## src/macc_pkg.sv

```systemverilog
// Shared constants, types and helper functions of the moving average crossover counter.
package macc_pkg;

  localparam int MAX_WINDOW  = 64;
  localparam int SAMPLE_BITS = 16;

  localparam int CFG_W     = 7;
  localparam int CFG_IDX_W = 1;
  localparam int COUNT_W   = 16;
  localparam int ADDR_W    = $clog2(MAX_WINDOW);
  localparam int CNT_W     = $clog2(MAX_WINDOW + 2);
  localparam int SUM_W     = SAMPLE_BITS + $clog2(MAX_WINDOW);
  localparam int PROD_W    = SUM_W + CNT_W + 1;
  localparam int CLAMP_W   = (CFG_W > CNT_W) ? CFG_W : CNT_W;

  typedef enum logic [CFG_IDX_W-1:0] {
    REG_FIRST_WINDOW  = 1'b0,
    REG_SECOND_WINDOW = 1'b1
  } cfg_reg_t;

  localparam logic [CFG_W-1:0] FIRST_WINDOW_RESET  = CFG_W'(4);
  localparam logic [CFG_W-1:0] SECOND_WINDOW_RESET = CFG_W'(16);

  // A zero window acts as one, and anything above the history depth as the depth.
  function automatic logic [CNT_W-1:0] eff_window(input logic [CFG_W-1:0] reg_val);
    logic [CLAMP_W-1:0] v;
    v = CLAMP_W'(reg_val);
    if (v == '0) begin
      return CNT_W'(1);
    end
    if (v > CLAMP_W'(MAX_WINDOW)) begin
      return CNT_W'(MAX_WINDOW);
    end
    return CNT_W'(v);
  endfunction

endpackage

```

## src/macc_ram.sv

```systemverilog
// Generic dual read port RAM with one write port and registered read data.
module macc_ram #(
  parameter int WIDTH = 16,
  parameter int DEPTH = 64
) (
  input  logic                     clk,
  input  logic                     wr_en,
  input  logic [$clog2(DEPTH)-1:0] wr_addr,
  input  logic [WIDTH-1:0]         wr_data,
  input  logic                     rd_en,
  input  logic [$clog2(DEPTH)-1:0] rd_addr_a,
  input  logic [$clog2(DEPTH)-1:0] rd_addr_b,
  output logic [WIDTH-1:0]         rd_data_a,
  output logic [WIDTH-1:0]         rd_data_b
);

  logic [WIDTH-1:0] mem [DEPTH];

  always_ff @(posedge clk) begin
    if (wr_en) begin
      mem[wr_addr] <= wr_data;
    end
    if (rd_en) begin
      rd_data_a <= mem[rd_addr_a];
      rd_data_b <= mem[rd_addr_b];
    end
  end

endmodule

```

## src/moving_average_crossover_counter_core.sv

```systemverilog
// Top level of the moving average crossover counter: sample pipeline, trend and crossing count.
//
//   channel | direction | ports
//   --------+-----------+----------------------------------------------------
//   input   | in        | in_valid, in_stall, in_sample, in_start_series
//   result  | out       | out_valid, out_stall, out_crossings, out_trend,
//           |           | out_trend_valid
//   config  | in        | cfg_wr_en, cfg_index, cfg_data
//
// One sample per cycle unless the output stalls; results go through stages one, two and three.
// The history RAM holds running series totals, so a window sum is one RAM read and one
// subtraction whatever the window length; the RAM read register sets the first stage.
// Reset clears the pipeline, the series state and the window registers to 4 and 16.
// A stalled result holds the pipeline back one stage at a time, so bubbles are filled.
module moving_average_crossover_counter_core
  import macc_pkg::*;
(
  input  logic                          clk,
  input  logic                          rst_n,
  input  logic                          in_valid,
  output logic                          in_stall,
  input  logic signed [SAMPLE_BITS-1:0] in_sample,
  input  logic                          in_start_series,
  output logic                          out_valid,
  input  logic                          out_stall,
  output logic [COUNT_W-1:0]            out_crossings,
  output logic                          out_trend,
  output logic                          out_trend_valid,
  input  logic                          cfg_wr_en,
  input  logic [CFG_IDX_W-1:0]          cfg_index,
  input  logic [CFG_W-1:0]              cfg_data
);

  function automatic logic [ADDR_W-1:0] back_addr(input logic [ADDR_W-1:0] wp,
                                                  input logic [CNT_W-1:0]  w);
    logic [ADDR_W:0] a;
    logic [ADDR_W:0] wx;
    a  = {1'b0, wp};
    wx = (ADDR_W + 1)'(w);
    if (a >= wx) begin
      return ADDR_W'(a - wx);
    end
    return ADDR_W'(a + (ADDR_W + 1)'(MAX_WINDOW) - wx);
  endfunction

  logic [CFG_W-1:0] first_window_r, second_window_r;

  logic [ADDR_W-1:0]       wp_r, wp_base, wp_nxt;
  logic [CNT_W-1:0]        seen_r, seen_base, seen_nxt;
  logic signed [SUM_W-1:0] total_r, total_base, total_nxt;
  logic [CNT_W-1:0]        w1, w2, longest;
  logic [ADDR_W-1:0]       addr_a, addr_b;

  logic                    s1_valid_r, s1_sub1_r, s1_sub2_r, s1_tv_r, s1_start_r;
  logic signed [SUM_W-1:0] s1_total_r;
  logic [CNT_W-1:0]        s1_w1_r, s1_w2_r;
  logic signed [SUM_W-1:0] hist_a, hist_b, sum1, sum2;
  logic signed [PROD_W-1:0] lhs_nxt, rhs_nxt;

  logic                     s2_valid_r, s2_tv_r, s2_start_r;
  logic signed [PROD_W-1:0] s2_lhs_r, s2_rhs_r;

  logic               out_valid_r, out_trend_r, out_tv_r;
  logic [COUNT_W-1:0] count_r, count_base, count_nxt;
  logic               prev_r, held_r, prev_base, held_base, prev_nxt, held_nxt, trend_nxt;

  logic rdy_out, rdy_s2, rdy_s1, in_accept;

  assign rdy_out   = !out_valid_r || !out_stall;
  assign rdy_s2    = !s2_valid_r || rdy_out;
  assign rdy_s1    = !s1_valid_r || rdy_s2;
  assign in_stall  = !rdy_s1;
  assign in_accept = in_valid && rdy_s1;

  always_ff @(posedge clk) begin
    if (!rst_n) begin
      first_window_r  <= FIRST_WINDOW_RESET;
      second_window_r <= SECOND_WINDOW_RESET;
    end else if (cfg_wr_en) begin
      case (cfg_index)
        REG_FIRST_WINDOW:  first_window_r  <= cfg_data;
        REG_SECOND_WINDOW: second_window_r <= cfg_data;
        default: ;
      endcase
    end
  end

  // Stage one: series bookkeeping and history access.
  always_comb begin
    w1         = eff_window(first_window_r);
    w2         = eff_window(second_window_r);
    longest    = (w1 > w2) ? w1 : w2;
    wp_base    = in_start_series ? '0 : wp_r;
    seen_base  = in_start_series ? '0 : seen_r;
    total_base = in_start_series ? '0 : total_r;
    total_nxt  = total_base + SUM_W'(in_sample);
    wp_nxt     = (wp_base == ADDR_W'(MAX_WINDOW - 1)) ? '0 : wp_base + 1'b1;
    seen_nxt   = (seen_base == CNT_W'(MAX_WINDOW + 1)) ? seen_base : seen_base + 1'b1;
    addr_a     = back_addr(wp_base, w1);
    addr_b     = back_addr(wp_base, w2);
  end

  macc_ram #(
    .WIDTH (SUM_W),
    .DEPTH (MAX_WINDOW)
  ) u_hist (
    .clk       (clk),
    .wr_en     (in_accept),
    .wr_addr   (wp_base),
    .wr_data   (total_nxt),
    .rd_en     (in_accept),
    .rd_addr_a (addr_a),
    .rd_addr_b (addr_b),
    .rd_data_a (hist_a),
    .rd_data_b (hist_b)
  );

  always_ff @(posedge clk) begin
    if (!rst_n) begin
      wp_r       <= '0;
      seen_r     <= '0;
      total_r    <= '0;
      s1_valid_r <= 1'b0;
    end else begin
      if (rdy_s1) begin
        s1_valid_r <= in_accept;
      end
      if (in_accept) begin
        wp_r    <= wp_nxt;
        seen_r  <= seen_nxt;
        total_r <= total_nxt;
      end
    end
  end

  always_ff @(posedge clk) begin
    if (in_accept) begin
      s1_total_r <= total_nxt;
      s1_sub1_r  <= seen_nxt > w1;
      s1_sub2_r  <= seen_nxt > w2;
      s1_tv_r    <= seen_nxt >= longest;
      s1_start_r <= in_start_series;
      s1_w1_r    <= w1;
      s1_w2_r    <= w2;
    end
  end

  // Stage two: window sums and the cross-multiplied averages.
  always_comb begin
    sum1    = s1_total_r - (s1_sub1_r ? hist_a : SUM_W'(0));
    sum2    = s1_total_r - (s1_sub2_r ? hist_b : SUM_W'(0));
    lhs_nxt = sum1 * $signed({1'b0, s1_w2_r});
    rhs_nxt = sum2 * $signed({1'b0, s1_w1_r});
  end

  always_ff @(posedge clk) begin
    if (!rst_n) begin
      s2_valid_r <= 1'b0;
    end else if (rdy_s2) begin
      s2_valid_r <= s1_valid_r;
    end
  end

  always_ff @(posedge clk) begin
    if (rdy_s2 && s1_valid_r) begin
      s2_lhs_r   <= lhs_nxt;
      s2_rhs_r   <= rhs_nxt;
      s2_tv_r    <= s1_tv_r;
      s2_start_r <= s1_start_r;
    end
  end

  // Stage three: trend decision and the saturating crossing count.
  always_comb begin
    count_base = s2_start_r ? '0 : count_r;
    prev_base  = s2_start_r ? 1'b0 : prev_r;
    held_base  = s2_start_r ? 1'b0 : held_r;
    trend_nxt  = s2_tv_r && !(s2_lhs_r < s2_rhs_r);
    count_nxt  = count_base;
    prev_nxt   = prev_base;
    held_nxt   = held_base;
    if (s2_tv_r) begin
      if (held_base && (trend_nxt != prev_base) && (count_base != '1)) begin
        count_nxt = count_base + 1'b1;
      end
      prev_nxt = trend_nxt;
      held_nxt = 1'b1;
    end
  end

  always_ff @(posedge clk) begin
    if (!rst_n) begin
      out_valid_r <= 1'b0;
      count_r     <= '0;
      prev_r      <= 1'b0;
      held_r      <= 1'b0;
    end else begin
      if (rdy_out) begin
        out_valid_r <= s2_valid_r;
      end
      if (rdy_out && s2_valid_r) begin
        count_r <= count_nxt;
        prev_r  <= prev_nxt;
        held_r  <= held_nxt;
      end
    end
  end

  always_ff @(posedge clk) begin
    if (rdy_out && s2_valid_r) begin
      out_trend_r <= trend_nxt;
      out_tv_r    <= s2_tv_r;
    end
  end

  assign out_valid       = out_valid_r;
  assign out_crossings   = count_r;
  assign out_trend       = out_trend_r;
  assign out_trend_valid = out_tv_r;

endmodule

```

## config.mk

```make
export PLATFORM = sky130hd
export DESIGN_NAME = moving_average_crossover_counter_core
export DESIGN_NICKNAME = d
export VERILOG_FILES = /design/src/macc_pkg.sv /design/src/macc_ram.sv /design/src/moving_average_crossover_counter_core.sv
export SDC_FILE = /design/constraint.sdc
export NUM_CORES = 2
export LEC_CHECK = 0
export ABC_CLOCK_PERIOD_IN_PS = 9200
export BUFFER_PORTS_ARGS = -buffer_cell sky130_fd_sc_hd__buf_4
export CORE_MARGIN = 2
export CORE_UTILIZATION = 48
export CTS_CLUSTER_DIAMETER = 150
export DETAILED_ROUTE_END_ITERATION = 12
export PLACE_DENSITY = 0.62
export REMOVE_ABC_BUFFERS = 1
export SETUP_SLACK_MARGIN = 0.2
export SLEW_MARGIN = 20
export SYNTH_ARGS = -nofsm -noshare
export SYNTH_HDL_FRONTEND = slang
export SYNTH_HIERARCHICAL = 1
export SYNTH_SLANG_ARGS = --single-unit
```

## constraint.sdc

```tcl
create_clock -name clk -period 9.2 [get_ports clk]
set_input_delay 0.46 -clock clk [delete_from_list [all_inputs] [get_ports clk]]
set_output_delay 0.46 -clock clk [all_outputs]
set_load 0.03 [all_outputs]
```

---- After elaboration in Yosys (flattened, before gate mapping) ----
Memory sizes are Yosys's and may differ from the RTL's. A register that Yosys moved wholly into a read port is not among the register bits.
Index checks and enable logic that the tools add are counted.
storage, ports and cells
  RAM bits ................................ 1408
  bits of input ports ..................... 30
  register bits after elaboration ......... 174
  memories ................................ 1
  word-level logic and storage cells ...... 108
  output and inout port bits .............. 20
memory list
  memory      depth  width  read ports  clocked after Yosys merged registers in  wr ports  line            source
  u_hist.mem  64     22     2           2                                        1         macc_ram.sv:17  logic [WIDTH-1:0] mem [DEPTH];
cells by class
  reduce and logical (&&, ||, !) cells .... 19
  equal/unequal tests ..................... 4
  muxes and demuxes ....................... 37
  $mul .................................... 2
  magnitude comparators ................... 9
  add/sub/neg operators ................... 11
  bitwise logic cells ..................... 1
operators with widths
  cell                     count
  $mux W7                  11
  $mux W22                 3
  $mul A22 B8 Y30          2
  $mux W16                 3
  $sub A22 B22 Y22         2
  $mux W6                  6
  $lt A30 B30 Y1           1
  $sub A6 B6 Y6            4
  $add A22 B16 Y22         1
  $gt A7 B7 Y1             3
  $add A16 B1 Y16 const B  1
  $ne A16 B16 Y1 const B   1
  $ge A6 B7 Y1             2
  $gt A7 B7 Y1 const B     2
  $logic_not A7 Y1         2
  $mux W1                  14
  $add A6 B1 Y6 const B    2
  $add A7 B1 Y7 const B    1
  $eq A7 B7 Y1 const B     1
  $ge A7 B7 Y1             1
  $eq A6 B6 Y1 const B     1
  $logic_and A1 B1 Y1      6
  $logic_not A1 Y1         6
  $reduce_and A2 Y1        2
  other kinds (3)          5

---- Longest topological paths before layout ----
  depth in word-level cells ............... 8
  gate-level depth with buffers ........... 30
  depth with buffers taken out ............ 29

---- Cells and area by module ----
The synthesis kept the hierarchy.
by module, submodules not included
  module                                 instances  cells each  area each (um2)
  macc_ram                               1          3382        66887.9
  moving_average_crossover_counter_core  1          2623        23244.8

---- Worst setup path before layout ----
No wires, ideal clock.
  path kind ............................... reg-to-reg
  start ................................... reg s1_sub2_r
  end ..................................... reg s2_rhs_r[29] (data pin)
  period minus slack after synthesis ...... 7.139 ns
  data required time ...................... 8.922 ns
  setup slack ............................. 2.061 ns
  buffers on the path ..................... 1
  stages on the path, launching flop included .. 28
  data arrival time ....................... 6.861 ns
  cells stage by stage .................... edfxtp_1 > and2_1 > ha_1 > fa_1 > nor2b_1 > o21ai_0 > a21boi_0 > o21ai_0 > a211o_1 > a31oi_1 > and2b_1 > buf_4 > mux2i_1 > a2111oi_0 > fa_1 > inv_1 > fa_1 > fa_1 > inv_1 > fa_1 > inv_1 > ha_1 > nand2_1 > a2111oi_0 > o221ai_1 > a21oi_1 > mux2i_1 > o311ai_0
on the way
  cells in the longest elaborated chain, start to end .. 3
ends and longest elaborated chain
  item                    line                                          source
  start, declared         moving_average_crossover_counter_core.sv:54   logic s1_valid_r, s1_sub1_r, s1_sub2_r, s1_tv_r, s1_start_r;
  start signal, assigned  moving_average_crossover_counter_core.sv:140  s1_sub2_r <= seen_nxt > w2;
  $mux W22                moving_average_crossover_counter_core.sv:151  sum2 = s1_total_r - (s1_sub2_r ? hist_b : SUM_W'(0));
  $sub A22 B22 Y22        moving_average_crossover_counter_core.sv:151
  $mul A22 B8 Y30         moving_average_crossover_counter_core.sv:153  rhs_nxt = sum2 * $signed({1'b0, s1_w1_r});
  net rhs_nxt[29]         moving_average_crossover_counter_core.sv:58   logic signed [PROD_W-1:0] lhs_nxt, rhs_nxt;
  end signal, assigned    moving_average_crossover_counter_core.sv:167  s2_rhs_r <= rhs_nxt;
  end, declared           moving_average_crossover_counter_core.sv:61   logic signed [PROD_W-1:0] s2_lhs_r, s2_rhs_r;
The timed path passes the listed nets, and every way through them passes these cells.
A chain may end at the register's enable or synchronous reset.

---- Worst setup path after layout ----
Ends and elaborated chain as after synthesis.

==> reports/results.tsv <==
stage	metric	value	unit
sta	Pins Over Slew Limit	0	
die	Site Rows	159	
place	I/O Buffers	49	
routing	Via density	6.322	
logic_synthesis	Cell variety after synth	81	
clock_tree	H-tree lvl count	4	
critical_path	CP max stage delay	700	ps
sta	slew margin rel.	12.64	%
worst_hold_path	Hold WC Path Type	in -> reg	
logic_synthesis	Post-synth ARST share	0	%
cells_and_area	Multi-input gate area	39210	µm²
critical_path	critical path class	reg -> reg	
routing	ANT nets after route	0	
clock_tree	buffer count from post-CTS setup fixing	0	
routing	drt total wl	264600	µm
routing	TritonRoute pass-1 iters	6	
cells_and_area	final cell count without fillers	8687	
outcome	outcome	completed	
critical_path	CP Buf/Inv Count	3	
critical_path	CP dominant cell by count	fa_1	
logic_synthesis	Top FF cell, synth	edfxtp_1	
sta	final setup vio count	0	
cells_and_area	P&R area growth vs syn	10.03	%
place	post-DP HPWL	171300	µm
logic_synthesis	cell area after synthesis	90130	µm²
sta	clock period minus worst slack	8149	ps
cells_and_area	register area	48130	µm²
die	Initial Util	48.15	%
die	die area	191300	µm²
routing	Vias	54917	
cells_and_area	filler instances	15100	
pwr	Leak Pwr	34.49	nW
logic_synthesis	FF+latch count, synth	1626	
cells_and_area	post-layout util	52.97	%
routing	# DRC	0	
logic_synthesis	Post-synth EDFFs	1556	
critical_path	Critical Path RT	9690	ps
cells_and_area	Post-layout nets	6570	
logic_synthesis	Synth Instances	6005	
critical_path	cell family with most CP delay	compound AO/OA/AOI/OAI gates	
place	GPL Wtd Cong	0.9968	
sta	Worst Tran Pin Value	1303	ps
critical_path	startpoint types	flop	
clock_tree	Worst-path clk slew	60	ps
sta	final period utilization	88.58	%
sta	final setup TNS	0	ps
sta	RSZ-0062 raised after global routing	false	
routing	initial DRC count	5856	
die	die height	437.3	µm
logic_synthesis	YS warnings	6	
critical_path	crit path max fanout	12	
cells_and_area	layout cells sized above 1	21.75	%
routing	drt wl/cell	30.46	µm
die	Top-Level Pins	50	
logic_synthesis	Avg Cell Area, Syn	15.01	µm²
clock_tree	root buffer cell	clkbuf_16	
global_route	GR Util All Layers	27.62	%
global_route	vias in the first global route	55801	
pwr	Cell Pwr Density	305.6	nW/µm²
pwr	Max IR drop VDD	0.4951	mV
sta	fmax	122.7	MHz
clock_tree	TritonCTS clock tree	done	
critical_path	arrival time worst endpoint	8640	ps
global_route	first-pass GRT wire length	384000	µm
critical_path	Crit-path slowest cell	a2111oi_0	
die	Die X	437.3	µm
logic_synthesis	Seq/Total Area, Yosys	53.39	%
clock_tree	clk sinks	1626	
clock_tree	clock tree buffer depth	3	
clock_tree	CTS Buf Count	169	
clock_tree	Clock Latency Late Sink	830	ps
place	Inst Count DP	8357	
global_route	pin count of the biggest net entering global routing	127	
global_route	Overflow after GRT	0	
die	core footprint	187200	µm²
global_route	antenna violations before repair	14	
critical_path	Crit. End Element	flop	
sta	final hold violations	0	
job	Max Cap Viol	0	
sta	Worst Skew	67.85	ps
cell usage after synthesis (15+ instances only):
library cell  count  area [µm²]
o21a_1           34       255.2
a21o_1           55       412.9
xor2_1           44       385.4
o31ai_1          23       172.7
a22oi_1          59       442.9
nand2b_1         75       469.2
inv_1           367        1378
fa_1            237        4745
a31oi_1          15       93.84
o22ai_1          69       431.7
xnor2_1          75       656.9
o21ai_0          93       465.5
a311oi_1         15       131.4
edfxtp_1       1556       46720
a221oi_1         60       525.5
and3_1           21       131.4
nand3b_1         24       180.2
buf_4            62       465.5
dfxtp_1          70        1401
mux4_2          652       14680
nor2_1          207       777.0
buf_6            31       349.1
buf_2            97       485.5
nor3_1           71       355.3
o211ai_1         41       307.8
clkbuf_1        149       559.3
ha_1            257        3216
mux2_2          106        1194
or3_1            18       112.6
a21oi_1         158       790.8
nand2_1         376        1411
nand3_1         111       555.5
a211oi_1         57       427.9
and2_1          210        1314
mux2i_1         170        1702
nand4_1          28       175.2
nor2b_1         145       907.1
kinds of logic (layout without fill, tap and decap cells):
| kind of cell | Yosys count | after routing | synth area share (%) |
|---|---|---|---|
| other cells | 0 | 3 | 0 |
| xor+xnor | 119 | 119 | 1.156 |
| flops | 1626 | 1626 | 53.39 |
| simple gates | 1345 | 1345 | 7.596 |
| buf+inv | 720 | 904 | 3.650 |
| fa+ha+maj | 494 | 494 | 8.832 |
| compound gates | 773 | 773 | 5.868 |
| mux | 928 | 928 | 19.50 |
through the flow:
| step | hold WS [ps] | cell area, µm² | power [mW] | setup WS [ps] |
|---|---|---|---|---|
| 2_1_floorplan | 400.3 | 88230 | 21.17 | -11620 |
| 3_3_place_gp | 402.6 | 93580 | 23.55 | 1238 |
| 3_5_place_dp | 418.5 | 93610 | 23.71 | 998.2 |
| 4_1_cts | 10.08 | 99150 | 30.46 | 897.5 |
| 5_1_grt | 40.33 | 99160 | 32.50 | 381.6 |
| 6_report | 52.26 | 99170 | 30.31 | 1051 |
registers in the layout, summed over array words and instances (netlist names), 16 cells and up:
| name | flops |
|---|---|
| total_r | 22 |
| u_hist/mem | 1408 |
| s2_lhs_r | 30 |
| out_crossings | 16 |
| u_hist/rd_data_a | 22 |
| u_hist/rd_data_b | 22 |
| s1_total_r | 22 |
| s2_rhs_r | 30 |
placed cells by master (no fill, tap or decap), drive strengths merged, types with 28 or more instances in the layout:
| cell type | instances |
|---|---|
| a211oi | 58 |
| a21o | 55 |
| a21oi | 159 |
| a221oi | 60 |
| a22oi | 59 |
| and2 | 218 |
| buf | 208 |
| clkbuf | 210 |
| clkinv | 81 |
| dfxtp | 70 |
| edfxtp | 1556 |
| fa | 237 |
| ha | 257 |
| inv | 374 |
| mux2 | 106 |
| mux2i | 170 |
| mux4 | 652 |
| nand2 | 376 |
| nand2b | 75 |
| nand3 | 111 |
| nand4 | 28 |
| nor2 | 207 |
| nor2b | 145 |
| nor3 | 71 |
| o211ai | 41 |
| o21a | 34 |
| o21ai | 98 |
| o22ai | 69 |
| xnor2 | 75 |
| xor2 | 44 |
cell type report:
class	instances	share of cell area (%)
Timing Repair Buffer	221	1.885
Clock inverter	104	0.9740
Clock buffer	210	4.484
Tap cell	2495	3.148
Inverter	369	1.431
Sequential cell	1626	48.53
Multi-Input combinational cell	3659	39.54
Antenna cell	3	0.007570
final timing paths:
kind                            depth (start not counted)  startpoint  slack (ps)                  to
worst min register to register                          0  s1_start_r         420          s2_start_r
worst max register to register                         26   s1_sub2_r        1050        s2_rhs_r[29]
worst max-delay path                                   26   s1_sub2_r        1050        s2_rhs_r[29]
worst min-delay path                                    2       rst_n          50  second_window_r[4]
what timing repair did:
action	4_1_cts	5_1_grt
hold buffers	13	0
endpoints found under the hold margin	16	0
endpoints found under the setup margin	0	1
gates resized for setup	0	1
layer usage:
layer / routed length [µm] / part of all wire (%) / track usage, % / vias up
met5: 0 / 0 / 0 / -
met4: 17780 / 6.7 / 15.65 / 0
met3: 21930 / 8.3 / 5.595 / 584
met2: 126100 / 48 / 44.66 / 2472
met1: 98790 / 37 / 34.87 / 28491
li1: - / - / - / 23370
report_power, final:
group	switching [mW]	total (mW)	internal (mW)
registers	0.185	9.34	9.15
logic	8.33	14.2	5.91
clock network	2.97	6.73	3.77
No activity file was read; power rests on OpenSTA's default activity.
